==> src/qts_pkg.sv <==
package qts_pkg;

   // Default widths and set depth
   localparam int unsigned POSITION_BITS_DEF = 16;
   localparam int unsigned SET_SLOTS_DEF     = 8;

   // Register reset values
   localparam logic [63:0] BLANK_SET_RST = 64'd2336;
   localparam logic [63:0] CITE_SET_RST  = 64'd10018;
   localparam logic [63:0] SEP_SET_RST   = 64'd189147187488;
   localparam logic [15:0] WBS_RST       = 16'd256;

   // Result status codes
   typedef enum logic [2:0] {
      ST_TOKEN        = 3'd0,
      ST_LONG         = 3'd1,
      ST_QUOTE_IN_WORD = 3'd2,
      ST_UNTERMINATED = 3'd3,
      ST_LINE_END     = 3'd4
   } status_type;

   // Scanner mode
   typedef enum logic [1:0] {
      MODE_IDLE  = 2'd0,
      MODE_WORD  = 2'd1,
      MODE_QUOTE = 2'd2
   } mode_type;

   // Register map
   typedef enum logic [1:0] {
      CSR_BLANK_SET = 2'd0,
      CSR_CITE_SET  = 2'd1,
      CSR_SEP_SET   = 2'd2,
      CSR_WBS       = 2'd3
   } csr_index_type;

   // One result word
   typedef struct packed {
      status_type  status;
      logic [15:0] start;
      logic [15:0] length;
      logic        last;
   } result_type;

   // Byte-slot set match; a zero slot never matches
   function automatic logic in_set(input logic [63:0] set, input logic [7:0] c,
                                   input int unsigned slots);
      logic hit;
      hit = 1'b0;
      for (int k = 0; k < 8; k++) begin
         if (k < slots && set[8*k +: 8] != 8'd0 && set[8*k +: 8] == c) begin
            hit = 1'b1;
         end
      end
      return hit;
   endfunction

endpackage

==> src/quoted_token_scanner_top.sv <==
// Channel   Direction  Handshake           Word
// req_      in         req_valid/stall     req_char_code
// rsp_      out        rsp_valid/stall     status, token_start, token_length, last
// csr_      in         csr_valid/ready     csr_index, csr_data
//
// One character is taken per cycle while req_stall is low; it is registered,
// then classified and scanned once the queue has room for two words, pushing
// zero, one or two result words into a four-word output queue. Sustained rate
// is one character per cycle as long as results are drained one per cycle;
// two-result characters drain one word at a time. req_stall rises while the
// queue holds more than two words and a character waits. Reset is synchronous
// and restores the register defaults and an empty, idle scanner.
module quoted_token_scanner_top #(
   parameter int unsigned POSITION_BITS = qts_pkg::POSITION_BITS_DEF,
   parameter int unsigned SET_SLOTS     = qts_pkg::SET_SLOTS_DEF
) (
   input  logic        clock,
   input  logic        reset,
   input  logic        req_valid,
   output logic        req_stall,
   input  logic [7:0]  req_char_code,
   output logic        rsp_valid,
   input  logic        rsp_stall,
   output logic [2:0]  rsp_status,
   output logic [15:0] rsp_token_start,
   output logic [15:0] rsp_token_length,
   output logic        rsp_last,
   input  logic        csr_valid,
   output logic        csr_ready,
   input  logic [1:0]  csr_index,
   input  logic [63:0] csr_data
);

   localparam int unsigned PB = POSITION_BITS;

   // Configuration registers
   logic [63:0] blank_ff, cite_ff, sep_ff;
   logic [15:0] wbs_ff;

   // Input register
   logic       c_vld_ff;
   logic [7:0] c_ff;

   // Scanner state
   qts_pkg::mode_type mode_ff, mode_in;
   logic [PB-1:0]     start_ff, start_in;
   logic [PB-1:0]     pos_ff, pos_in;

   // Output queue
   qts_pkg::result_type q_ff [4];
   logic [1:0] head_ff, tail_ff;
   logic [2:0] count_ff;

   logic proc, pop;
   qts_pkg::result_type res0, res1;
   logic [1:0] n_res;

   logic [PB-1:0] pos_inc, len;
   logic is_blank, is_cite, is_sep, len_long, one_long;

   // Build one result word, fields cut or extended to 16 bits
   function automatic qts_pkg::result_type mk(input qts_pkg::status_type st,
                                              input logic [PB-1:0] s,
                                              input logic [PB-1:0] l);
      qts_pkg::result_type r;
      logic [47:0] sw, lw;
      sw = 48'(s);
      lw = 48'(l);
      r.status = st;
      r.start  = sw[15:0];
      r.length = lw[15:0];
      r.last   = 1'b0;
      return r;
   endfunction

   assign csr_ready = 1'b1;

   // Configuration writes
   always_ff @(posedge clock) begin
      if (reset) begin
         blank_ff <= qts_pkg::BLANK_SET_RST;
         cite_ff  <= qts_pkg::CITE_SET_RST;
         sep_ff   <= qts_pkg::SEP_SET_RST;
         wbs_ff   <= qts_pkg::WBS_RST;
      end else if (csr_valid && csr_ready) begin
         unique case (qts_pkg::csr_index_type'(csr_index))
            qts_pkg::CSR_BLANK_SET: blank_ff <= csr_data;
            qts_pkg::CSR_CITE_SET:  cite_ff  <= csr_data;
            qts_pkg::CSR_SEP_SET:   sep_ff   <= csr_data;
            qts_pkg::CSR_WBS:       wbs_ff   <= csr_data[15:0];
         endcase
      end
   end

   // Handshakes: scan when the queue has room for two words
   assign proc      = c_vld_ff && (count_ff <= 3'd2);
   assign req_stall = c_vld_ff && !proc;
   assign pop       = rsp_valid && !rsp_stall;

   always_ff @(posedge clock) begin
      if (reset) begin
         c_vld_ff <= 1'b0;
      end else if (!req_stall) begin
         c_vld_ff <= req_valid;
      end
   end

   always_ff @(posedge clock) begin
      if (req_valid && !req_stall) begin
         c_ff <= req_char_code;
      end
   end

   // Character classes and length checks
   assign is_blank = qts_pkg::in_set(blank_ff, c_ff, SET_SLOTS);
   assign is_cite  = qts_pkg::in_set(cite_ff, c_ff, SET_SLOTS);
   assign is_sep   = qts_pkg::in_set(sep_ff, c_ff, SET_SLOTS);
   assign pos_inc  = (pos_ff == '1) ? pos_ff : pos_ff + PB'(1);
   assign len      = pos_ff - start_ff;
   assign len_long = (33'(len) + 33'd1) > 33'(wbs_ff);
   assign one_long = wbs_ff < 16'd2;

   // Scan step
   always_comb begin
      mode_in  = mode_ff;
      start_in = start_ff;
      pos_in   = pos_ff;
      n_res    = 2'd0;
      res0     = mk(qts_pkg::ST_TOKEN, start_ff, len);
      res1     = mk(qts_pkg::ST_LINE_END, pos_ff, '0);
      if (c_ff == 8'd0) begin
         // end of line: flush pending token, then line end
         case (mode_ff)
            qts_pkg::MODE_WORD: begin
               res0  = mk(len_long ? qts_pkg::ST_LONG : qts_pkg::ST_TOKEN, start_ff, len);
               n_res = 2'd2;
            end
            qts_pkg::MODE_QUOTE: begin
               res0  = mk(qts_pkg::ST_UNTERMINATED, start_ff, len);
               n_res = 2'd2;
            end
            default: begin
               res0  = mk(qts_pkg::ST_LINE_END, pos_ff, '0);
               n_res = 2'd1;
            end
         endcase
         mode_in  = qts_pkg::MODE_IDLE;
         start_in = '0;
         pos_in   = '0;
      end else begin
         case (mode_ff)
            qts_pkg::MODE_WORD: begin
               priority if (is_cite) begin
                  res0     = mk(qts_pkg::ST_QUOTE_IN_WORD, start_ff, len);
                  n_res    = 2'd1;
                  mode_in  = qts_pkg::MODE_QUOTE;
                  start_in = pos_inc;
                  pos_in   = pos_inc;
               end else if (is_sep) begin
                  // word ends; a non-blank separator is its own token
                  res0    = mk(len_long ? qts_pkg::ST_LONG : qts_pkg::ST_TOKEN, start_ff, len);
                  res1    = mk(one_long ? qts_pkg::ST_LONG : qts_pkg::ST_TOKEN, pos_ff,
                               PB'(1));
                  n_res   = is_blank ? 2'd1 : 2'd2;
                  mode_in = qts_pkg::MODE_IDLE;
                  pos_in  = pos_inc;
               end else begin
                  pos_in = pos_inc;
               end
            end
            qts_pkg::MODE_QUOTE: begin
               if (is_cite) begin
                  res0    = mk(len_long ? qts_pkg::ST_LONG : qts_pkg::ST_TOKEN, start_ff, len);
                  n_res   = 2'd1;
                  mode_in = qts_pkg::MODE_IDLE;
               end
               pos_in = pos_inc;
            end
            default: begin
               mode_in = qts_pkg::MODE_IDLE;
               priority if (is_blank) begin
                  pos_in = pos_inc;
               end else if (is_cite) begin
                  mode_in  = qts_pkg::MODE_QUOTE;
                  start_in = pos_inc;
                  pos_in   = pos_inc;
               end else if (is_sep) begin
                  res0   = mk(one_long ? qts_pkg::ST_LONG : qts_pkg::ST_TOKEN, pos_ff, PB'(1));
                  n_res  = 2'd1;
                  pos_in = pos_inc;
               end else begin
                  mode_in  = qts_pkg::MODE_WORD;
                  start_in = pos_ff;
                  pos_in   = pos_inc;
               end
            end
         endcase
      end
      // flag the final word of this character
      if (n_res == 2'd1) begin
         res0.last = 1'b1;
      end
      res1.last = 1'b1;
   end

   // Scanner state registers
   always_ff @(posedge clock) begin
      if (reset) begin
         mode_ff  <= qts_pkg::MODE_IDLE;
         start_ff <= '0;
         pos_ff   <= '0;
      end else if (proc) begin
         mode_ff  <= mode_in;
         start_ff <= start_in;
         pos_ff   <= pos_in;
      end
   end

   // Output queue pointers
   always_ff @(posedge clock) begin
      if (reset) begin
         head_ff  <= '0;
         tail_ff  <= '0;
         count_ff <= '0;
      end else begin
         if (pop) begin
            head_ff <= head_ff + 2'd1;
         end
         if (proc) begin
            tail_ff <= tail_ff + n_res;
         end
         count_ff <= count_ff + (proc ? 3'(n_res) : 3'd0) - (pop ? 3'd1 : 3'd0);
      end
   end

   // Output queue storage
   always_ff @(posedge clock) begin
      if (proc && n_res != 2'd0) begin
         q_ff[tail_ff] <= res0;
      end
      if (proc && n_res == 2'd2) begin
         q_ff[tail_ff + 2'd1] <= res1;
      end
   end

   assign rsp_valid        = count_ff != 3'd0;
   assign rsp_status       = q_ff[head_ff].status;
   assign rsp_token_start  = q_ff[head_ff].start;
   assign rsp_token_length = q_ff[head_ff].length;
   assign rsp_last         = q_ff[head_ff].last;

endmodule

==> config.mk <==
export PLATFORM = sky130hd
export DESIGN_NAME = quoted_token_scanner_top
export DESIGN_NICKNAME = d
export VERILOG_FILES = /design/src/qts_pkg.sv /design/src/quoted_token_scanner_top.sv
export SDC_FILE = /design/constraint.sdc
export NUM_CORES = 1
export LEC_CHECK = 0
export BUFFER_PORTS_ARGS = -buffer_cell sky130_fd_sc_hd__buf_2
export CAP_MARGIN = 10
export CORE_AREA = 4 4 201 203
export DETAILED_ROUTE_END_ITERATION = 10
export DIE_AREA = 0 0 205 207
export GPL_TIMING_DRIVEN = 0
export PLACE_DENSITY_LB_ADDON = 0.3
export SETUP_SLACK_MARGIN = 0.05
export SLEW_MARGIN = 15
export SYNTH_ARGS = -nofsm -noshare
export SYNTH_HDL_FRONTEND = slang
export SYNTH_SLANG_ARGS = --single-unit
==> constraint.sdc <==
create_clock -name clock -period 5.2 [get_ports clock]
set_input_delay 0.78 -clock clock [delete_from_list [all_inputs] [get_ports clock]]
set_output_delay 0.78 -clock clock [all_outputs]
set_load 0.02 [all_outputs]
==> run summary <==
========================================================================================
Maximum achievable frequency                                                     196 MHz
Floorplan die height                                                              207 um
Reported max-cap violation count                                                       0
Width of the die                                                                  205 um
Fraction of layout cells with a size suffix above 1                                14.0%
Reg2Reg Depth                                                                         24
Share of the yosys chip area belonging to registers                                42.3%
ANT nets after route                                                                   0
Worst clock skew                                                               0.0224 ns
Average wire length per cell after detail routing                                21.8 um
Placeable core region                                                         0.0385 mm2
Weighted congestion at the end of routability-driven global placement              0.964
Detailed Route Iter0 Violations                                                     1639
Worst Path Required                                                              5.49 ns
Number of standard cells after synthesis                                            2318
Final Power                                                                      8.11 mW
Clock Pin Slew Worst Setup and Hold Paths                                        0.06 ns
Final Slew Violations                                                                  0
Total of warnings raised by yosys                                                      0
Largest family of logic cells by synthesized area                           simple AND/OR/NAND/NOR gates
CTS H-tree depth                                                                       2
Xor/xnor cell area share of the yosys netlist                                      8.71%
Proportion of synthesized area in mux cells                                        7.08%
Worst Setup Start Kind                                                              flop
Root buffer selected by CTS                                                 sky130_fd_sc_hd__clkbuf_16
Placed inst area                                                              0.0223 mm2
Min-delay worst type                                                              in2reg
Layout Cell Area excl Fill                                                    0.0241 mm2
Predominant post-synthesis flop cell                                        sky130_fd_sc_hd__dfxtp_1
Combined global-route utilization of all metal layers                              30.3%
Average cell area after synthesis                                               9.11 um2
Worst hold margin                                                               0.377 ns
Area enclosed by the die boundary                                             0.0424 mm2
Share of the synthesized area in compound gates (AO/OA/AOI/OAI)                    16.3%
# rows                                                                                72
Pre-antenna DRT Iters                                                                  7
Aggregate global routing overflow                                                      0
Number of storage elements in the synthesis netlist                                  404
Final count of hold timing violations                                                  0
Share of synthesized cell area in and, or, nand and nor gates                      17.3%
Number of inserted filler cells in the final layout                                 3251
Async set or reset register ratio after synthesis                                     0%
Quantity of I/O buffers inserted on ports                                            114
Worst hold stages                                                                      1
Maximum VDD drop                                                              0.000256 V
Portion of the clock cycle consumed by the worst path in the final layout          98.3%
Routed wire length                                                               66.3 mm
First-pass GRT wire length                                                        102 mm
Io pins                                                                              118
Area added between synthesis and finish                                            14.4%
Distinct cells, synth                                                                 86
Worst-Skew Late Latency                                                          0.58 ns
Post-Syn Nets                                                                       2438
Post-layout minimum cycle time                                                   5.11 ns
Sum Neg Setup Slack                                                                 0 ns
Vias in the first global route                                                     18700
Largest net degree at the start of global routing                                     20
Clock sink count                                                                     404
DP Wirelength                                                                    47.6 mm
DR DRC count                                                                           0
Number of nets in the finished design                                               2608
Actual transition at the worst max-transition pin                                1.06 ns
Netlist Area Pre-Place                                                        0.0211 mm2
Kind of end point of the critical path                                              flop
Final-report setup violation count                                                     0
Worst relative slew slack                                                          29.5%
Starting utilization of the core area                                              54.9%
Critical path fanouts, max                                                             4
Vias                                                                               18700
Status                                                                      finished clean
EDFF count, synth                                                                     84
Unrepaired setup endpoints after global routing                                      yes
Crit path DAT                                                                    5.40 ns
Max Root-Sink Buffers                                                                  3
Leakage Power                                                                    9.25 nW
Fraction of the mapped netlist area in adder cells                                 2.50%
Number of buffers added by the clock tree synthesis step                              44
Crit Path Class                                                                  reg2reg
Ratio of routed vias to standard cells                                              6.15
CTS tree                                                                            done
Total power per unit cell area                                                336 mW/mm2
Initial antenna violation count                                                        3
========================================================================================
[critical path, stage by stage, from the launching register on]
cell and delay, ns:
sky130_fd_sc_hd__dfxtp_2 0.32, sky130_fd_sc_hd__buf_6 0.12, sky130_fd_sc_hd__inv_4 0.05, sky130_fd_sc_hd__ha_4 0.13
sky130_fd_sc_hd__inv_2 0.04, sky130_fd_sc_hd__fa_2 0.41, sky130_fd_sc_hd__a211oi_2 0.30, sky130_fd_sc_hd__o21bai_2 0.12
sky130_fd_sc_hd__a21oi_2 0.26, sky130_fd_sc_hd__xor2_4 0.14, sky130_fd_sc_hd__nor4_4 0.42, sky130_fd_sc_hd__buf_4 0.19
sky130_fd_sc_hd__buf_4 0.11, sky130_fd_sc_hd__nand2_1 0.08, sky130_fd_sc_hd__xnor2_2 0.14, sky130_fd_sc_hd__ha_1 0.30
sky130_fd_sc_hd__a21o_1 0.18, sky130_fd_sc_hd__a21o_1 0.16, sky130_fd_sc_hd__a21o_1 0.17, sky130_fd_sc_hd__a21o_1 0.18
sky130_fd_sc_hd__a221o_1 0.30, sky130_fd_sc_hd__a21oi_2 0.15, sky130_fd_sc_hd__o221ai_2 0.15, sky130_fd_sc_hd__a41oi_4 0.29
sky130_fd_sc_hd__o32ai_2 0.12
[cells in the mapped netlist, types with 5 or more instances]
| cell | n | area (um2) |
|---|---|---|
| sky130_fd_sc_hd__nand2_1 | 522 | 1960 |
| sky130_fd_sc_hd__or3_1 | 5 | 31.3 |
| sky130_fd_sc_hd__nand4_1 | 14 | 87.6 |
| sky130_fd_sc_hd__buf_4 | 10 | 75.1 |
| sky130_fd_sc_hd__o211ai_1 | 41 | 308 |
| sky130_fd_sc_hd__and2_1 | 7 | 43.8 |
| sky130_fd_sc_hd__buf_6 | 14 | 158 |
| sky130_fd_sc_hd__edfxtp_1 | 84 | 2520 |
| sky130_fd_sc_hd__a21oi_1 | 240 | 1200 |
| sky130_fd_sc_hd__clkbuf_1 | 123 | 462 |
| sky130_fd_sc_hd__buf_2 | 11 | 55.1 |
| sky130_fd_sc_hd__o21ai_0 | 34 | 170 |
| sky130_fd_sc_hd__buf_1 | 7 | 26.3 |
| sky130_fd_sc_hd__xor2_1 | 184 | 1610 |
| sky130_fd_sc_hd__nor2_1 | 79 | 297 |
| sky130_fd_sc_hd__o21ai_1 | 6 | 30.0 |
| sky130_fd_sc_hd__a211oi_1 | 5 | 37.5 |
| sky130_fd_sc_hd__mux2i_1 | 65 | 651 |
| sky130_fd_sc_hd__a32o_1 | 66 | 661 |
| sky130_fd_sc_hd__buf_8 | 8 | 120 |
| sky130_fd_sc_hd__nor2b_1 | 6 | 37.5 |
| sky130_fd_sc_hd__o22ai_1 | 7 | 43.8 |
| sky130_fd_sc_hd__inv_1 | 52 | 195 |
| sky130_fd_sc_hd__a22oi_1 | 7 | 52.6 |
| sky130_fd_sc_hd__nand3_1 | 22 | 110 |
| sky130_fd_sc_hd__ha_1 | 39 | 488 |
| sky130_fd_sc_hd__dfxtp_1 | 320 | 6410 |
| sky130_fd_sc_hd__mux4_2 | 36 | 811 |
| sky130_fd_sc_hd__nand2b_1 | 8 | 50.1 |
| sky130_fd_sc_hd__o31a_1 | 7 | 61.3 |
| sky130_fd_sc_hd__and3_1 | 9 | 56.3 |
| sky130_fd_sc_hd__a2111oi_0 | 25 | 219 |
| sky130_fd_sc_hd__buf_12 | 6 | 120 |
| sky130_fd_sc_hd__a31oi_1 | 5 | 31.3 |
| sky130_fd_sc_hd__nand3b_1 | 26 | 195 |
| sky130_fd_sc_hd__o31ai_1 | 8 | 60.1 |
| sky130_fd_sc_hd__a21o_1 | 12 | 90.1 |
| sky130_fd_sc_hd__xnor2_1 | 24 | 210 |
| sky130_fd_sc_hd__o21a_1 | 5 | 37.5 |
| sky130_fd_sc_hd__nor4_1 | 58 | 363 |
| sky130_fd_sc_hd__nor3_1 | 38 | 190 |
[per-stage QoR]
stage                     setup WS, ns  instances  utilization, %
after detailed placement        -0.933       2950            58.0
after global routing            -0.130       3039            62.8
after CTS                       0.0574       3031            62.2
final                           0.0861       3040            62.8
after global placement          -0.803       2950            58.0
after floorplan                  0.313       2318               -
[final cells by class]
type / count / area, um2 / area share [%]
multi-input combinational: 1682 / 11200 / 46.5
inverter: 53 / 201 / 0.834
buffer: 179 / 1020 / 4.24
timing repair buffer: 124 / 646 / 2.67
sequential: 404 / 8930 / 37.0
tap: 518 / 648 / 2.68
antenna: 1 / 2.50 / 0.0104
clock buffer: 59 / 1240 / 5.12
clock inverter: 20 / 218 / 0.902
[flip-flops by register name, indices dropped and copies added (netlist names), named ones only]
register and count:
count_ff 3, wbs_ff 16, tail_ff 2, sep_ff 64, q_ff 144, c_vld_ff 1, c_ff 8, head_ff 2
start_ff 16, pos_ff 16, mode_ff 2, blank_ff 64, cite_ff 64
[per-layer routing]
metal / wire (um) / global-route usage, % / up-vias
li1: - / - / 8577
met1: 25400 / 36.2 / 8932
met2: 31500 / 50.7 / 924
met3: 5040 / 5.30 / 257
met4: 4330 / 18.3 / 4
met5: 28 / 0 / -
[cell usage in the layout (no fill, tap or decap), types with 14 or more instances in the layout]
master                      count
sky130_fd_sc_hd__nand2_1      521
sky130_fd_sc_hd__dfxtp_1      317
sky130_fd_sc_hd__a21oi_1      236
sky130_fd_sc_hd__xor2_1       177
sky130_fd_sc_hd__clkbuf_1     129
sky130_fd_sc_hd__buf_2        125
sky130_fd_sc_hd__edfxtp_1      84
sky130_fd_sc_hd__nor2_1        79
sky130_fd_sc_hd__a32o_1        66
sky130_fd_sc_hd__mux2i_1       65
sky130_fd_sc_hd__nor4_1        56
sky130_fd_sc_hd__inv_1         50
sky130_fd_sc_hd__clkbuf_16     44
sky130_fd_sc_hd__o211ai_1      41
sky130_fd_sc_hd__ha_1          38
sky130_fd_sc_hd__nor3_1        37
sky130_fd_sc_hd__mux4_2        36
sky130_fd_sc_hd__o21ai_0       33
sky130_fd_sc_hd__nand3b_1      26
sky130_fd_sc_hd__a2111oi_0     25
sky130_fd_sc_hd__nand3_1       22
sky130_fd_sc_hd__buf_4         20
sky130_fd_sc_hd__xnor2_1       20
sky130_fd_sc_hd__buf_6         15
sky130_fd_sc_hd__nand4_1       14
[power breakdown]
group | internal (mW) | total, mW | switching [mW] | leakage, nW
logic | 0.582 | 1.55 | 0.971 | 5.19
registers | 3.29 | 3.38 | 0.0845 | 3.33
clock network | 1.87 | 3.18 | 1.31 | 0.725
[logic make-up after synthesis]
logic type                 Yosys count
and+or+nand+nor                    819
AOI/OAI and AO/OA                  508
DFF                                404
buffers and inverters              232
xor gates and xnor gates           209
muxes                              104
adders and majority gates           41
other                                1
[what timing repair did]
item	4_1_cts	5_1_grt
pin swaps	5	17
hold buffers	0	0
gates resized for setup	24	30
setup endpoints to repair	4	4
setup buffers	2	8
[path summary, 6_finish.rpt]
check	from	endpoint	slack (ns)
worst max-delay path	pos_ff[0]$_SDFFE_PP0P_	q_ff[1][33]$_DFFE_PP_	0.09
worst min register to register	q_ff[2][14]$_SDFFE_PP0P_	q_ff[2][14]$_SDFFE_PP0P_	0.46
worst max register to register	pos_ff[0]$_SDFFE_PP0P_	q_ff[1][33]$_DFFE_PP_	0.09
worst min-delay path	req_char_code[7]	c_ff[7]$_DFFE_PP_	0.38
No activity file was read; power rests on OpenSTA's default activity.
